[config.mk]
export PLATFORM = sky130hd
export DESIGN_NAME = cobs_position_telemetry_decoder
export DESIGN_NICKNAME = d
export VERILOG_FILES = /design/src/rtl/core/cptd_pkg.sv /design/src/rtl/core/cptd_ram.sv /design/src/rtl/core/cobs_position_telemetry_decoder.sv
export SDC_FILE = /design/constraint.sdc
export NUM_CORES = 1
export LEC_CHECK = 0
export BUFFER_PORTS_ARGS = -buffer_cell sky130_fd_sc_hd__buf_2
export CELL_PAD_IN_SITES_DETAIL_PLACEMENT = 1
export CELL_PAD_IN_SITES_GLOBAL_PLACEMENT = 1
export CORE_ASPECT_RATIO = 0.8
export CORE_MARGIN = 2
export CORE_UTILIZATION = 35
export CTS_CLUSTER_SIZE = 28
export DETAILED_ROUTE_END_ITERATION = 6
export GPL_TIMING_DRIVEN = 0
export PLACE_DENSITY_LB_ADDON = 0.1
export SYNTH_ARGS = -nofsm -noshare
export SYNTH_HDL_FRONTEND = slang
export SYNTH_SLANG_ARGS = --single-unit
[constraint.sdc]
create_clock -name i_clk -period 6.9 [get_ports i_clk]
set_input_delay 1.38 -clock i_clk [delete_from_list [all_inputs] [get_ports i_clk]]
set_output_delay 1.38 -clock i_clk [all_outputs]
set_load 0.03 [all_outputs]
[src/rtl/core/cptd_pkg.sv]
// Shared constants and helpers for the COBS position telemetry decoder.
// No dependencies; imported by the decoder top level.
`default_nettype none
package cptd_pkg;

    localparam int MAX_FRAME_DEF  = 15;
    localparam int POSITION_BYTES = 11;

    localparam logic [3:0] FULL_LEN  = 4'd14;
    localparam logic [7:0] FULL_CODE = 8'd8;
    localparam logic [3:0] IDX_MAX   = 4'd10;
    localparam logic [7:0] CODE_LONG = 8'hFF;

    localparam logic [2:0] ST_OK      = 3'd0;
    localparam logic [2:0] ST_COBS    = 3'd1;
    localparam logic [2:0] ST_LENGTH  = 3'd2;
    localparam logic [2:0] ST_CHECK   = 3'd3;
    localparam logic [2:0] ST_INDEX   = 3'd4;

    typedef logic [7:0] t_byte;

    // Decoded length required for a sparse frame carrying the given item count.
    function automatic logic [3:0] len_for_count(input logic [3:0] cnt);
        logic [3:0] len;
        case (cnt)
            4'd1:    len = 4'd4;
            4'd2:    len = 4'd6;
            4'd3:    len = 4'd7;
            4'd4:    len = 4'd9;
            4'd5:    len = 4'd10;
            4'd6:    len = 4'd12;
            4'd7:    len = 4'd13;
            default: len = 4'd0;
        endcase
        return len;
    endfunction

    // Fletcher sum step modulo 255; both operands are below 256.
    function automatic t_byte mod255_add(input t_byte a, input t_byte b);
        logic [8:0] s;
        s = {1'b0, a} + {1'b0, b};
        if (s >= 9'd255) begin
            s = s - 9'd255;
        end
        return s[7:0];
    endfunction

endpackage
`default_nettype wire

[src/rtl/core/cptd_ram.sv]
// Generic single-port-write, single-port-read RAM with registered read data.
// No dependencies.
`default_nettype none
module cptd_ram #(
    parameter int WIDTH = 8,
    parameter int DEPTH = 16
) (
    input  wire logic                     i_clk,
    input  wire logic                     i_we,
    input  wire logic [$clog2(DEPTH)-1:0] i_waddr,
    input  wire logic [WIDTH-1:0]         i_wdata,
    input  wire logic [$clog2(DEPTH)-1:0] i_raddr,
    output logic      [WIDTH-1:0]         o_rdata
);

    logic [WIDTH-1:0] r_mem [0:DEPTH-1];
    logic [WIDTH-1:0] r_rdata;

    always_ff @(posedge i_clk) begin
        if (i_we) begin
            r_mem[i_waddr] <= i_wdata;
        end
        r_rdata <= r_mem[i_raddr];
    end

    assign o_rdata = r_rdata;

endmodule
`default_nettype wire

[src/rtl/core/cobs_position_telemetry_decoder.sv]
// Top level of the COBS-framed position telemetry decoder.
// Depends on cptd_pkg and on cptd_ram for the encoded frame buffer.
`default_nettype none
// A payload byte that is not a frame end is written into the frame buffer RAM
// while the decoder is synced and the buffer has room. A zero byte that ends a
// frame starts the read-back: the buffer is read back one byte a cycle through its
// single read port while COBS decoding, the Fletcher-16 sums, the index checks and
// the staging of the new position all run on the decoded byte stream. A final
// state settles the status, commits a good position and puts the result in an
// output register, waiting while that register is full; input waits meanwhile.
module cobs_position_telemetry_decoder
    import cptd_pkg::*;
#(
    parameter int MAX_FRAME = MAX_FRAME_DEF
) (
    input  wire logic               i_clk,
    input  wire logic               i_rst_n,
    input  wire logic               i_valid,
    output logic                    o_ready,
    input  wire logic [7:0]         i_data_byte,
    output logic                    o_valid,
    input  wire logic               i_ready,
    output logic [2:0]              o_status,
    output logic signed [31:0]      o_latitude,
    output logic signed [31:0]      o_longitude,
    output logic signed [23:0]      o_altitude
);

    localparam int CW = $clog2(MAX_FRAME + 1);
    localparam int AW = $clog2(MAX_FRAME);
    localparam int EW = (CW > 8) ? CW : 8;
    localparam logic [CW-1:0] FRAME_FULL = CW'(MAX_FRAME);

    localparam logic [1:0] S_IDLE = 2'd0;
    localparam logic [1:0] S_DEC  = 2'd1;
    localparam logic [1:0] S_FIN  = 2'd2;

    logic [1:0]    r_state, n_state;
    logic          r_synced, n_synced;
    logic [CW-1:0] r_count, n_count;
    logic [CW-1:0] r_pos, n_pos;
    logic [7:0]    r_rem, n_rem;
    logic [7:0]    r_prev_code, n_prev_code;
    logic          r_cobs_err, n_cobs_err;
    logic [3:0]    r_dpos, n_dpos;
    t_byte         r_s1, n_s1, r_s2, n_s2;
    t_byte         r_h0, n_h0, r_h1, n_h1;
    t_byte         r_hdr, n_hdr;
    logic [3:0]    r_last, n_last;
    logic          r_idx_bad, n_idx_bad;
    logic [3:0]    r_idx [0:7];
    logic [3:0]    n_idx [0:7];
    t_byte         r_temp [0:POSITION_BYTES-1];
    t_byte         n_temp [0:POSITION_BYTES-1];
    t_byte         r_store [0:POSITION_BYTES-1];
    t_byte         n_store [0:POSITION_BYTES-1];
    logic          r_o_valid, n_o_valid;
    logic [2:0]    r_status, n_status;
    logic [31:0]   r_lat, n_lat, r_lon, n_lon;
    logic [23:0]   r_alt, n_alt;

    logic          ram_we;
    logic [AW-1:0] ram_waddr, ram_raddr;
    t_byte         ram_rdata;
    logic          in_acc;

    cptd_ram #(
        .WIDTH(8),
        .DEPTH(MAX_FRAME)
    ) u_frame_ram (
        .i_clk  (i_clk),
        .i_we   (ram_we),
        .i_waddr(ram_waddr),
        .i_wdata(i_data_byte),
        .i_raddr(ram_raddr),
        .o_rdata(ram_rdata)
    );

    assign o_ready = (r_state == S_IDLE);
    assign in_acc  = i_valid && o_ready;

    always_comb begin
        logic          emit;
        t_byte         em;
        logic          err_now;
        logic [CW-1:0] pos_inc;
        logic [EW-1:0] left;
        logic [EW-1:0] blk;
        logic [3:0]    numd;
        logic [3:0]    half;
        logic [3:0]    offs;
        logic [3:0]    rel;
        logic [2:0]    i_lo, i_hi;
        logic [3:0]    nib, idx;
        logic          sparse_ok;
        logic [2:0]    st;
        t_byte         sel [0:POSITION_BYTES-1];

        n_state     = r_state;
        n_synced    = r_synced;
        n_count     = r_count;
        n_pos       = r_pos;
        n_rem       = r_rem;
        n_prev_code = r_prev_code;
        n_cobs_err  = r_cobs_err;
        n_dpos      = r_dpos;
        n_s1        = r_s1;
        n_s2        = r_s2;
        n_h0        = r_h0;
        n_h1        = r_h1;
        n_hdr       = r_hdr;
        n_last      = r_last;
        n_idx_bad   = r_idx_bad;
        n_idx       = r_idx;
        n_temp      = r_temp;
        n_store     = r_store;
        n_o_valid   = r_o_valid;
        n_status    = r_status;
        n_lat       = r_lat;
        n_lon       = r_lon;
        n_alt       = r_alt;
        ram_we      = 1'b0;
        ram_waddr   = r_count[AW-1:0];
        ram_raddr   = '0;
        emit        = 1'b0;
        em          = '0;
        err_now     = 1'b0;
        pos_inc     = r_pos + 1'b1;
        left        = EW'(r_count - pos_inc);
        blk         = EW'(ram_rdata - 8'd1);
        numd        = r_hdr[3:0];
        half        = {1'b0, numd[3:1]};
        offs        = half + 4'd1;
        rel         = r_dpos - offs;
        i_lo        = {r_dpos[1:0], 1'b0} - 3'd1;
        i_hi        = {r_dpos[1:0], 1'b0};
        nib         = '0;
        idx         = '0;
        sparse_ok   = (numd >= 4'd1) && (numd <= 4'd7);
        st          = ST_OK;
        sel         = r_store;

        if (r_o_valid && i_ready) begin
            n_o_valid = 1'b0;
        end

        case (r_state)
            S_IDLE: begin
                if (in_acc) begin
                    if (!r_synced) begin
                        if (i_data_byte == 8'd0) begin
                            n_synced = 1'b1;
                            n_count  = '0;
                        end
                    end else if (i_data_byte != 8'd0) begin
                        if (r_count < FRAME_FULL) begin
                            ram_we  = 1'b1;
                            n_count = r_count + 1'b1;
                        end else begin
                            n_synced = 1'b0;
                        end
                    end else begin
                        // Frame end: start the read-back at entry 0.
                        n_pos       = '0;
                        n_rem       = '0;
                        n_prev_code = '0;
                        n_cobs_err  = (r_count == '0);
                        n_dpos      = '0;
                        n_s1        = '0;
                        n_s2        = '0;
                        n_idx_bad   = 1'b0;
                        n_temp      = r_store;
                        n_state     = (r_count == '0) ? S_FIN : S_DEC;
                    end
                end
            end

            S_DEC: begin
                if (pos_inc < r_count) begin
                    ram_raddr = pos_inc[AW-1:0];
                end
                if (r_rem == 8'd0) begin
                    // Code byte; the zero owed by the previous block goes out now.
                    if (ram_rdata == 8'd0 || blk > left) begin
                        err_now = 1'b1;
                    end
                    n_rem       = ram_rdata - 8'd1;
                    n_prev_code = ram_rdata;
                    emit        = (r_pos != '0) && (r_prev_code != CODE_LONG);
                    em          = '0;
                end else begin
                    n_rem = r_rem - 8'd1;
                    emit  = 1'b1;
                    em    = ram_rdata;
                end

                if (err_now) begin
                    n_cobs_err = 1'b1;
                end

                if (emit && !err_now && !r_cobs_err) begin
                    if (r_dpos >= 4'd2) begin
                        n_s1 = mod255_add(r_s1, r_h1);
                        n_s2 = mod255_add(r_s2, n_s1);
                    end
                    n_h1 = r_h0;
                    n_h0 = em;
                    if (r_dpos != 4'd15) begin
                        n_dpos = r_dpos + 4'd1;
                    end

                    if (r_dpos == 4'd0) begin
                        n_hdr    = em;
                        nib      = em[7:4];
                        n_idx[0] = nib;
                        n_last   = nib;
                        if (nib > IDX_MAX) begin
                            n_idx_bad = 1'b1;
                        end
                    end else if (r_hdr == FULL_CODE) begin
                        if (r_dpos <= 4'(POSITION_BYTES)) begin
                            n_temp[r_dpos - 4'd1] = em;
                        end
                    end else if (sparse_ok) begin
                        if (r_dpos <= half) begin
                            // Index byte: low nibble first, then high nibble.
                            if ({1'b0, i_lo} < numd) begin
                                nib         = em[3:0];
                                n_idx[i_lo] = nib;
                                if (nib <= n_last || nib > IDX_MAX) begin
                                    n_idx_bad = 1'b1;
                                end
                                n_last = nib;
                            end
                            if ({1'b0, i_hi} < numd) begin
                                nib         = em[7:4];
                                n_idx[i_hi] = nib;
                                if (nib <= n_last || nib > IDX_MAX) begin
                                    n_idx_bad = 1'b1;
                                end
                                n_last = nib;
                            end
                        end else if (r_dpos >= offs && rel < numd) begin
                            idx = r_idx[rel[2:0]];
                            if (idx <= IDX_MAX) begin
                                n_temp[idx] = em;
                            end
                        end
                    end
                end

                if (pos_inc == r_count) begin
                    n_state = S_FIN;
                end else begin
                    n_pos = pos_inc;
                end
            end

            S_FIN: begin
                if (!r_o_valid || i_ready) begin
                    if (r_cobs_err) begin
                        st = ST_COBS;
                    end else if (r_hdr == FULL_CODE && r_dpos != FULL_LEN) begin
                        st = ST_LENGTH;
                    end else if (r_hdr != FULL_CODE && r_dpos == FULL_LEN) begin
                        st = ST_LENGTH;
                    end else if (r_hdr != FULL_CODE
                                 && (!sparse_ok || len_for_count(numd) != r_dpos)) begin
                        st = ST_LENGTH;
                    end else if (r_h1 != r_s1 || r_h0 != r_s2) begin
                        st = ST_CHECK;
                    end else if (r_hdr != FULL_CODE && r_idx_bad) begin
                        st = ST_INDEX;
                    end

                    if (st == ST_OK) begin
                        n_store = r_temp;
                        sel     = r_temp;
                        n_count = '0;
                    end else begin
                        n_synced = 1'b0;
                    end
                    n_o_valid = 1'b1;
                    n_status  = st;
                    n_lat     = {sel[3], sel[2], sel[1], sel[0]};
                    n_lon     = {sel[7], sel[6], sel[5], sel[4]};
                    n_alt     = {sel[10], sel[9], sel[8]};
                    n_state   = S_IDLE;
                end
            end

            default: begin
                n_state = S_IDLE;
            end
        endcase
    end

    always_ff @(posedge i_clk) begin
        if (!i_rst_n) begin
            r_state   <= S_IDLE;
            r_synced  <= 1'b0;
            r_count   <= '0;
            r_hdr     <= '0;
            r_o_valid <= 1'b0;
            for (int k = 0; k < POSITION_BYTES; k++) begin
                r_store[k] <= '0;
            end
        end else begin
            r_state   <= n_state;
            r_synced  <= n_synced;
            r_count   <= n_count;
            r_hdr     <= n_hdr;
            r_o_valid <= n_o_valid;
            r_store   <= n_store;
        end
    end

    always_ff @(posedge i_clk) begin
        r_pos       <= n_pos;
        r_rem       <= n_rem;
        r_prev_code <= n_prev_code;
        r_cobs_err  <= n_cobs_err;
        r_dpos      <= n_dpos;
        r_s1        <= n_s1;
        r_s2        <= n_s2;
        r_h0        <= n_h0;
        r_h1        <= n_h1;
        r_last      <= n_last;
        r_idx_bad   <= n_idx_bad;
        r_idx       <= n_idx;
        r_temp      <= n_temp;
        r_status    <= n_status;
        r_lat       <= n_lat;
        r_lon       <= n_lon;
        r_alt       <= n_alt;
    end

    assign o_valid     = r_o_valid;
    assign o_status    = r_status;
    assign o_latitude  = r_lat;
    assign o_longitude = r_lon;
    assign o_altitude  = r_alt;

endmodule
`default_nettype wire
# == Word-level counts from Yosys, hierarchy flattened ==
# Memory sizes are Yosys's and may differ from the RTL's. A register that Yosys moved wholly into a read port is not among the register bits.
# Index checks and enable logic that the tools add are counted.
# Widths: inputs -> output; s select.
# totals
n_memories,1
in_bits,12
ram_bits,120
reg_bits,377
out_inout_bits,93
# classes
reduce_logical,54
n_addsub,14
bitwise,7
muxes,152
n_eq_ne,46
order_cmp,28
# mem_list
name,depth,width,rd,rd_clocked_by_memory_dff,wr,line,text
u_frame_ram.r_mem,15,8,1,1,1,cptd_ram.sv:16,logic [WIDTH-1:0] r_mem [0:DEPTH-1];
# ops
operator,count
$mux 88,12
$mux 32,11
$bwmux 88,2
$pmux 88 s2,1
$mux 4,37
$mux 8,18
$bwmux 32,2
$demux 8 s4,2
$pmux 8 s2,4
$mux 1,38
$pmux 4 s7,1
$ne 3x3->1 const B,9
$ne 2x2->1 const B,13
$reduce_and 5->1,5
$demux 4 s3,2
$logic_not 8->1,3
$mux 3,8
$pmux 4 s2,3
$add 8x8->9,2
$ge 9x8->1 const B,2
$reduce_and 6->1,3
$eq 4x3->1 const B,4
$ne 8x8->1,2
$sub 8x1->8 const B,2
other kinds (59),115

# == Logic depth before layout (Yosys ltp) ==
# logic_depth
depth_word,22
ltp_mapped,19

# == Cells and area by module ==
# From an unflattened synthesis, not the netlist that was laid out.
# unflattened
cells_unflattened,1873
hier_area_um2,23916.7
# modules_own_cells
mod,instances,area_each_um2,seq_area_each_um2,cells_each
cobs_position_telemetry_decoder,1,19050.8,10279.9,1644
cptd_ram,1,4865.9,3763.6,229

# == Worst setup path after synthesis ==
# OpenSTA, ideal clock, no wires.
# synth_path
path_type,input to register
from,in i_ready
to,reg r_store[77] in the netlist's numbering
path_slack_ps,1744
stages,6
t_arrival_ps,5080
n_path_buf,2
path_cell_list,nand2b_1 > nor2b_1 > clkbuf_1 > clkbuf_1 > nand4_1 > a21oi_1
# synth_between
elab_chain_cells,2
# synth_lines
element,line,text
"start, declared",cobs_position_telemetry_decoder.sv:22,"input wire logic i_ready,"
$logic_or 1x1->1,cobs_position_telemetry_decoder.sv:260,if (!r_o_valid || i_ready) begin
$reduce_and 2->1 (no source line),n/a,
"end signal, assigned",cobs_position_telemetry_decoder.sv:314,r_store <= n_store;
"end, declared",cobs_position_telemetry_decoder.sv:55,t_byte r_store [0:POSITION_BYTES-1];
# Every way passes these cells.
# A chain may end at the register's enable or synchronous reset.

# == Final worst setup path ==
# layout_path
from,reg r_pos[1]
to,reg r_temp[17] in the netlist's numbering (enable)
# layout_between
elab_chain_cells,12
# layout_lines
element,line,text
"start, declared",cobs_position_telemetry_decoder.sv:41,"logic [CW-1:0] r_pos, n_pos;"
"start signal, assigned",cobs_position_telemetry_decoder.sv:319,r_pos <= n_pos;
$add 4x1->4,cobs_position_telemetry_decoder.sv:128,pos_inc = r_pos + 1'b1;
$sub 4x4->5,cobs_position_telemetry_decoder.sv:129,left = EW'(r_count - pos_inc);
$gt 8x8->1,cobs_position_telemetry_decoder.sv:184,if (ram_rdata == 8'd0 || blk > left) begin
$logic_or 1x1->1,cobs_position_telemetry_decoder.sv:184,
$mux 1,cobs_position_telemetry_decoder.sv:184,
$mux 1,cobs_position_telemetry_decoder.sv:182,if (r_rem == 8'd0) begin
$mux 1,cobs_position_telemetry_decoder.sv:147,case (r_state)
$logic_not 1->1,cobs_position_telemetry_decoder.sv:201,if (emit && !err_now && !r_cobs_err) begin
$logic_and 1x1->1 * (2 in a row),cobs_position_telemetry_decoder.sv:201,
$ne 2x2->1 (no source line) *,n/a,
$reduce_and 11->1 (no source line) *,n/a,
"end signal, assigned",cobs_position_telemetry_decoder.sv:331,r_temp <= n_temp;
"end, declared",cobs_position_telemetry_decoder.sv:53,t_byte r_temp [0:POSITION_BYTES-1];
# Mark *: on every way between the ends. The rest lies on a longest branch, timed or not. The select of a mux whose other input is x is not followed.

==> run_results.csv <==
group,metric,value,unit
timing,max_freq,170,MHz
yosys,synth-simple-area-share,11.5,%
yosys,ys_warn_count,0,
yosys,synth_xor_area_share,1.63,%
global_route,grt_pass1_wl,114000,microns
cts,numCtsBuffers,55,
timing,clock_skew,0.0504,ns
yosys,synth.most_common_cell,"edfxtp_1",
yosys,seq_area_frac_synth,59.4,%
yosys,synth_compound_area_share,13.9,%
timing,min_period,5.89,ns
place,io_buffers,103,
global_route,track_usage,21.5,%
global_route,grt_pass1_vias,18100,
cts,htreeDepth,2,
yosys,synthFlopType,"edfxtp_1",
detailed_routing,drtIter0Drc,1444,
finish,drive_gt1_share,16.6,%
min_path,hp-class,"reg2reg",
finish,nets,2263,
critical_path,slowest_delay,0.71,ns
critical_path,r2r_slack,1.01,ns
timing,fin_crit_sh,85.4,%
timing,relSlewSlack,7.23,%
critical_path,cp_data_required_time,7.24,ns
finish,syn_to_final_growth,15.4,%
detailed_routing,wl_per_cell,24.5,microns
timing,report.final.hold_viol_count,0,
critical_path,path_class,"reg2reg",
floorplan,die_y,236,microns
critical_path,cp_common_cell,"ha_1",
floorplan,die_area,69600,sq um
finish,fill_cells,7235,
floorplan,core,67000,sq um
yosys,synth_top_area_share,49.9,%
yosys,syn_area,23600,sq um
yosys,synth.distinct_cells,83,
floorplan,ios,105,
critical_path,cp-end-kind,"flip-flop",
yosys,synthAdderAreaFrac,3.83,%
global_route,grt_overflow,0,
finish,n_antenna_cell,0,
floorplan,die_w,294,microns
place,dp_hpwl,53400,microns
power,ir_drop,169,uV
cts,cts.sinks,505,
yosys,async_flop_share,0,%
detailed_routing,postRouteAntennaNets,0,
yosys,yosys.area.top_type,"edfxtp_1",
cts,cts.repair.resized,0,
critical_path,cp_slowest_cell,"nor4_2",
floorplan,start_util,35.3,%
timing,slew_violations,0,
yosys,syn_nets,2086,
yosys,synth_edf_count,393,
global_route,antenna_found_initial,1,
yosys,synth-seq-cells,505,
run,maxCapViolations,0,
cts,cts-root-buf,"clkbuf_16",
detailed_routing,dr.pass1.iters,5,
yosys,avgSynthCellArea,11.8,sq um
timing,rsz0062_at_grt,"no",
detailed_routing,drt_wl_total,75700,microns
yosys,yosys-top-cells-area,"edfxtp_1 50%, dfxtp_1 9.5%, mux2_2 4.1%",
place,dpl_cell_area,25500,sq um
yosys,synthMuxAreaShare,6.34,%
critical_path,start_kind,"flip-flop",
place,gp_congestion,0.812,
timing,hold_ws,0.475,ns
yosys,ys_top_cells_by_count,"393 x edfxtp_1, 156 x a21oi_1, 156 x o21ai_0, 139 x nand2_1, 120 x nor2_1",
timing,worst_pin_slew,1.39,ns
global_route,grt_max_degree,67,
cts,hold_buffers,0,
run_status,status,"finished, final reports clean",
floorplan,rows,85,
cts,cts_setup_buffers,0,
cts,cts_tree,"done",
cts,clock_latency,0.64,ns
detailed_routing,vias,17500,
cts,ctsLongestPathBuffers,3,
critical_path,worstPathMaxFanout,10,
critical_path,arrival,6.23,ns
detailed_routing,drc,0,
cts,clk_pin_slew,0.07,ns
finish,stdcell_area,27300,sq um
yosys,synthCells,2004,
power,p_leak,0.0102,uW
power,power_density,227,nW/um^2
timing,setup_viol,0,
critical_path,path_cells,"ha_1 > xor2_1 > inv_1 > ha_1 > o31ai_1 > nand2_1 > ha_1 > nand3_1 > or3_1 > o211ai_1 > nand3b_1 > a21o_1 > a21o_1 > clkbuf_1 > nor4_2 > buf_4",
yosys,synth_top_family_by_area,"compound AO/OA/AOI/OAI gates",
detailed_routing,vias_per_cell,5.66,
## critical path: cells and delay by family, from the launching register on
kind | cells | cell delay [ns]
XOR/XNOR | 1 | 0.69
AND/OR/NAND/NOR | 5 | 1.39
AO/OA/AOI/OAI | 4 | 1.21
adder cells (fa/ha/maj) | 3 | 0.88
buffers and inverters | 3 | 1.00
flip-flops | 1 | 0.42
## worst paths after layout
path | end | from | cells after the start
hold / removal | r_hdr[4] | r_hdr[4] | 2
setup reg to reg | r_temp[17] | r_pos[1] | 16
hold reg to reg | r_hdr[4] | r_hdr[4] | 2
setup / recovery | r_temp[17] | r_pos[1] | 16
## cell families (layout without fill, tap and decap cells)
kind of cell	Yosys count	in the layout
and+or+nand+nor	545	545
muxes	121	121
DFF	505	505
AOI/OAI and AO/OA	522	522
buffers and inverters	198	420
xor gates and xnor gates	43	43
adders and majority gates	70	70
## cell usage in the layout (no fill, tap or decap), drive strengths merged, types with 66 or more instances in the layout
cell type,netlist,layout
nor2,121,121
dfxtp,112,112
clkbuf,112,182
mux2,96,96
nand2,141,141
edfxtp,393,393
o21ai,163,163
ha,66,66
a21oi,156,156
buf,27,147
nand4,99,99
a22o,69,69
## flip-flops by register name (all words and copies together), names as in the netlist, 24 cells and up
name,count
o_longitude,32
r_idx,32
o_altitude,24
r_temp,88
o_latitude,32
r_store,88
u_frame_ram.r_mem,120
## where the power goes
part	internal [uW]	leakage, uW	switching, uW
Clock	1640	0.000851	1260
Sequential	3240	0.00500	0.841
Combinational	7.55	0.00433	38.5
## cell type report
cell class	instances	area, sq um	area share (%)
sequential	505	14000	51.5
timing repair buffer	120	682	2.50
inverter	59	221	0.812
buffer	139	576	2.11
multi-input combinational	1301	8890	32.6
clock buffer	70	1450	5.33
clock inverter	32	298	1.09
tap	870	1090	3.99
## stage by stage
step | total power (uW) | utilization (%) | setup slack, ns | setup TNS [ns] | instances
6_report | 6200 | 40.7 | 1.01 | 0 | 3096
5_1_grt | 6380 | 40.7 | 0.653 | 0 | 3096
4_1_cts | 6260 | 40.7 | 0.969 | 0 | 3096
3_5_place_dp | 3360 | 38.1 | 1.01 | 0 | 2994
3_3_place_gp | 3360 | 37.7 | -0.414 | -38.09 | 2977
2_1_floorplan | 3330 | - | 1.74 | 0 | 2004
## routing by layer
layer  track usage [%]  vias to the layer above  part of all wire (%)  wire length (microns)
met4              4.75                        0                   1.9                   1430
met3              3.02                       98                   5.5                   4190
met2              32.5                      461                    44                  33300
met5                 0                        -                     0                      0
li1                  -                     7973                     -                      -
met1              32.6                     8991                    49                  36800
Note: power is estimated with default switching activity, not from simulation.
